File: src/hdl/npc_pkg.sv
`timescale 1ns / 1ps
package npc_pkg;

  localparam int COLOR_W = 24;
  localparam int DIST_W  = 18;
  localparam int ADDR_W  = 4;

  localparam logic FUNC_WRITE = 1'b0;
  localparam logic FUNC_QUERY = 1'b1;

  localparam logic [1:0] REG_USED_COUNT    = 2'd0;
  localparam logic [1:0] REG_LOCKED_ENABLE = 2'd1;
  localparam logic [1:0] REG_LOCKED_INDEX  = 2'd2;

  localparam logic [8:0] USED_COUNT_RESET = 9'd2;

  typedef enum logic [1:0] {
    ST_IDLE,
    ST_SCAN,
    ST_DRAIN
  } npc_state_t;

  // pend: a palette read is in flight; qual: that entry takes part in the search
  typedef struct packed {
    logic pend;
    logic qual;
  } npc_tag_t;

  function automatic logic [15:0] sq_diff(input logic [7:0] a, input logic [7:0] b);
    logic [7:0] d;
    begin
      d = (a > b) ? (a - b) : (b - a);
      sq_diff = 16'(d * d);
    end
  endfunction

endpackage

File: src/hdl/npc_dist_unit.sv
`timescale 1ns / 1ps
module npc_dist_unit #(
  parameter int IDX_W = 8
) (
  input  logic                        clk,
  input  logic                        rst_n,
  input  logic                        clear,
  input  logic [npc_pkg::COLOR_W-1:0] color,
  input  logic [npc_pkg::COLOR_W-1:0] entry,
  input  npc_pkg::npc_tag_t           tag_in,
  input  logic [IDX_W-1:0]            idx_in,
  output logic                        pend_out,
  output logic [IDX_W-1:0]            best_idx
);

  logic [npc_pkg::DIST_W-1:0] dist_nxt, dist_r;
  npc_pkg::npc_tag_t          tag_r;
  logic [IDX_W-1:0]           idx_r;
  logic [npc_pkg::DIST_W-1:0] best_dist_r;
  logic [IDX_W-1:0]           best_idx_r;
  logic                       found_r;
  logic                       take;

  assign dist_nxt = npc_pkg::DIST_W'(npc_pkg::sq_diff(entry[23:16], color[23:16]))
                  + npc_pkg::DIST_W'(npc_pkg::sq_diff(entry[15:8],  color[15:8]))
                  + npc_pkg::DIST_W'(npc_pkg::sq_diff(entry[7:0],   color[7:0]));

  // strict compare: lowest index wins a tie
  assign take = tag_r.qual && (!found_r || (dist_r < best_dist_r));

  always_ff @(posedge clk) begin
    dist_r <= dist_nxt;
    idx_r  <= idx_in;
    if (take) begin
      best_dist_r <= dist_r;
    end
  end

  always_ff @(posedge clk) begin
    if (!rst_n) begin
      tag_r      <= '0;
      found_r    <= 1'b0;
      best_idx_r <= '0;
    end else begin
      tag_r <= tag_in;
      if (clear) begin
        found_r    <= 1'b0;
        best_idx_r <= '0;
      end else if (take) begin
        found_r    <= 1'b1;
        best_idx_r <= idx_r;
      end
    end
  end

  assign pend_out = tag_r.pend;
  assign best_idx = best_idx_r;

endmodule

File: config.mk
export PLATFORM = sky130hd
export DESIGN_NAME = npc_dist_unit
export DESIGN_NICKNAME = d
export VERILOG_FILES = /design/src/hdl/npc_pkg.sv /design/src/hdl/npc_dist_unit.sv
export SDC_FILE = /design/constraint.sdc
export NUM_CORES = 1
export LEC_CHECK = 0
export ABC_CLOCK_PERIOD_IN_PS = 9400
export BUFFER_PORTS_ARGS = -buffer_cell sky130_fd_sc_hd__buf_2
export CAP_MARGIN = 20
export CORE_MARGIN = 2
export CORE_UTILIZATION = 35
export CTS_BUF_LIST = sky130_fd_sc_hd__clkbuf_8
export DETAILED_ROUTE_END_ITERATION = 7
export GPL_ROUTABILITY_DRIVEN = 0
export PLACE_DENSITY_LB_ADDON = 0.1
export SYNTH_ARGS = -nofsm -noshare
export SYNTH_HDL_FRONTEND = slang
export SYNTH_SLANG_ARGS = --single-unit
File: constraint.sdc
create_clock -name clk -period 9.4 [get_ports clk]
set_input_delay 1.41 -clock clk [delete_from_list [all_inputs] [get_ports clk]]
set_output_delay 1.41 -clock clk [all_outputs]
set_load 0.005 [all_outputs]
==> impl_metrics.py <==
metrics = {
    "outcome": {
        "run_status": "completed",
    },
    "final_layout": {
        "finish.utilization_pct": 39.3,
        "fin_nets": 1447,
        "drive_above_1_share_pct": 12.8,
        "fin_area_um2": 10600,
        "area_growth_syn_to_fin_pct": 10.2,
        "num_antenna_cells": 0,
    },
    "logic_synthesis": {
        "post-synth-top-area-cell": "sky130_fd_sc_hd__fa_1",
        "ys_warn_count": 0,
        "synth-edff-count": 18,
        "synth.most_common_cell": "sky130_fd_sc_hd__inv_1",
        "synth_top_cells_by_count": "267 x sky130_fd_sc_hd__inv_1, 139 x sky130_fd_sc_hd__ha_1, 138 x sky130_fd_sc_hd__fa_1",
        "synth_ff_type": "sky130_fd_sc_hd__dfxtp_1",
        "register_area_share_after_synthesis_pct": 13.4,
        "ys_ff_latch": 55,
        "ys_async_sr_fraction_pct": 0,
        "ys_top_cells_by_area": "sky130_fd_sc_hd__fa_1 29%, sky130_fd_sc_hd__ha_1 18%, sky130_fd_sc_hd__inv_1 10%",
        "postSynthAreaPerCell_um2": 9.33,
        "top_area_cell_type_share_of_the_netlist_area_pct": 28.9,
        "mappedNetlistArea_um2": 9580,
        "synth_nets": 1364,
        "ys_types": 71,
        "netlist_instances": 1026,
    },
    "timing": {
        "setup-violations-final": 0,
        "timing.max_slew.rel_slack_pct": 46.2,
        "worst_slew_pin_slew_ns": 0.799,
        "max_freq_mhz": 114,
        "pnr_worst_setup_slack_ns": 0.609,
        "rsz0062_at_grt": "no",
        "finalMaxSlewViolations": 0,
        "final_min_period_over_clock_period_pct": 93.5,
        "final_worst_clock_skew_ns": 0.0169,
        "finalHoldViolations": 0,
        "post-route-min-period_ns": 8.79,
        "tns_ns": 0,
    },
    "critical_path": {
        "critical_path_depth": 29,
        "critical_path_data_required_time_ns": 9.57,
        "end_kind": "register",
        "length_in_cells_of_the_worst_reg_to_reg_path": 9,
        "cpMaxStageDelayCell": "sky130_fd_sc_hd__fa_1",
        "worst-setup-path-type": "in2reg",
        "slowest_delay_ns": 0.57,
        "maximum_net_fanout_on_the_critical_path": 9,
        "crit_arrival_ns": 8.97,
        "worstSetupStartpointType": "primary input",
        "path_delay_family": "adder cells",
        "cp_common_cell": "sky130_fd_sc_hd__fa_1",
        "critPathBufInv": 5,
    },
    "clock_network": {
        "ctsLongestPathBuffers": 2,
        "clock-sinks": 55,
        "tritoncts.num_buffers": 5,
        "tritoncts": "done",
        "cts_root_buffer": "sky130_fd_sc_hd__clkbuf_8",
        "htree_num_levels": 2,
        "postCtsSetupBuffers": 0,
        "clkLatencyLatePin_ns": 0.31,
        "cts_resized": 0,
        "postCtsHoldBufs": 0,
        "clk_transition_reported_paths_ns": 0.10,
    },
    "floorplanning": {
        "core_region_um2": 26900,
        "io_pins": 70,
        "rows": 60,
        "floorplan.initialDensity_pct": 35.6,
        "fp.dieArea_um2": 28700,
        "die_w_um": 169,
        "die-height_um": 169,
    },
    "flow_run": {
        "maxCapViolations": 0,
    },
    "min_path": {
        "min-delay-path-class": "reg2reg",
        "min_path_cells": 0,
    },
    "route": {
        "num_vias": 6633,
        "antenna_left": 0,
        "routed_wl_um": 18700,
        "drt_first_pass_iters": 4,
        "drtIter0Drc": 226,
        "vias_per_cell": 4.57,
        "route.detailed.drc": 0,
        "wl_per_cell_um": 12.9,
    },
    "global_routing": {
        "global_routing_usage_summed_across_all_routing_layers_pct": 13.7,
        "grt_pass1_vias": 6698,
        "grt_max_degree": 18,
        "antenna_found_initial": 0,
        "grt_first_pass_wirelength_um": 32100,
        "global_route.overflow_total": 0,
    },
    "placement": {
        "pre_cts_worst_setup_slack_ns": 0.209,
        "placement.cell_area_um2": 10400,
        "dpl.hpwl_um": 17000,
        "numPortBuffers": 69,
    },
}
## logic make-up (layout without fill, tap and decap cells)
kind of cell | count (synthesis) | after routing | synth area share [%]
AO/OA/AOI/OAI | 131 | 131 | 9.70
XOR/XNOR | 34 | 34 | 4.36
adder cells (fa/ha/maj) | 277 | 277 | 47.0
buffers and inverters | 293 | 377 | 11.8
flip-flops | 55 | 55 | 13.4
multiplexers | 27 | 27 | 3.15
AND/OR/NAND/NOR | 209 | 209 | 10.6
## area by class of cell
| cell class | instances | area, um2 |
|---|---|---|
| Multi-Input combinational cell | 678 | 7170 |
| Timing Repair Buffer | 95 | 541 |
| Fill cell | 2742 | 16300 |
| Clock inverter | 3 | 42.5 |
| Sequential cell | 55 | 1280 |
| Clock buffer | 5 | 68.8 |
| Inverter | 274 | 1030 |
| Tap cell | 341 | 427 |
## placed cells by master, fill, tap and decap left out, types with 6 or more instances in the layout
cell type                  count
sky130_fd_sc_hd__and2_1       10
sky130_fd_sc_hd__nor3_1        7
sky130_fd_sc_hd__nand4_1       6
sky130_fd_sc_hd__nand2_1      55
sky130_fd_sc_hd__a21o_1       21
sky130_fd_sc_hd__fa_1        138
sky130_fd_sc_hd__a21oi_1      41
sky130_fd_sc_hd__edfxtp_1     18
sky130_fd_sc_hd__o21ai_0      13
sky130_fd_sc_hd__buf_2        69
sky130_fd_sc_hd__buf_4        26
sky130_fd_sc_hd__xor2_1        9
sky130_fd_sc_hd__xnor2_2       9
sky130_fd_sc_hd__nor2b_1      10
sky130_fd_sc_hd__xnor2_1      12
sky130_fd_sc_hd__mux2i_1      22
sky130_fd_sc_hd__inv_1       268
sky130_fd_sc_hd__inv_2         7
sky130_fd_sc_hd__nor2_1       72
sky130_fd_sc_hd__nand2b_1     17
sky130_fd_sc_hd__dfxtp_1      37
sky130_fd_sc_hd__or2_1         6
sky130_fd_sc_hd__ha_1        139
sky130_fd_sc_hd__nand3_1       6
## sequential cells by signal (all words and copies together), names as in the netlist
register	count
dist_r	18
found_r	1
best_idx	8
idx_r	8
best_dist_r	18
pend_out	1
tag_r	1
## per-stage QoR
stage	hold WS (ns)	instances
floorplan	0.400	1026
global placement	0.421	1442
detailed placement	0.414	1442
CTS	0.435	1450
global route	0.437	1451
finish	0.433	1451
## worst paths after layout
check	slack [ns]	from	to
max	0.61	entry[8]	dist_r[16]
min	0.43	dist_r[11]	best_dist_r[11]
max reg2reg	6.59	best_dist_r[12]	best_dist_r[6]
min reg2reg	0.43	dist_r[11]	best_dist_r[11]
## worst register-to-register path: cells and delay by family, from the launching register on
kind / cells / cell delay [ns]
flops: 1 / 0.38
fa+ha+maj: 1 / 0.24
compound gates: 6 / 1.42
buf+inv: 2 / 0.46
## routing by layer
layer	track usage (%)	vias up	part of all wire (%)
met5	0	-	0
met4	1.23	0	0.29
met3	1.05	4	1.6
met2	23.5	55	49
met1	19.7	3207	49
li1	-	3367	-
Power is not shown: default switching activity piles up to over one toggle a cycle in this logic, so the estimate is an artifact.
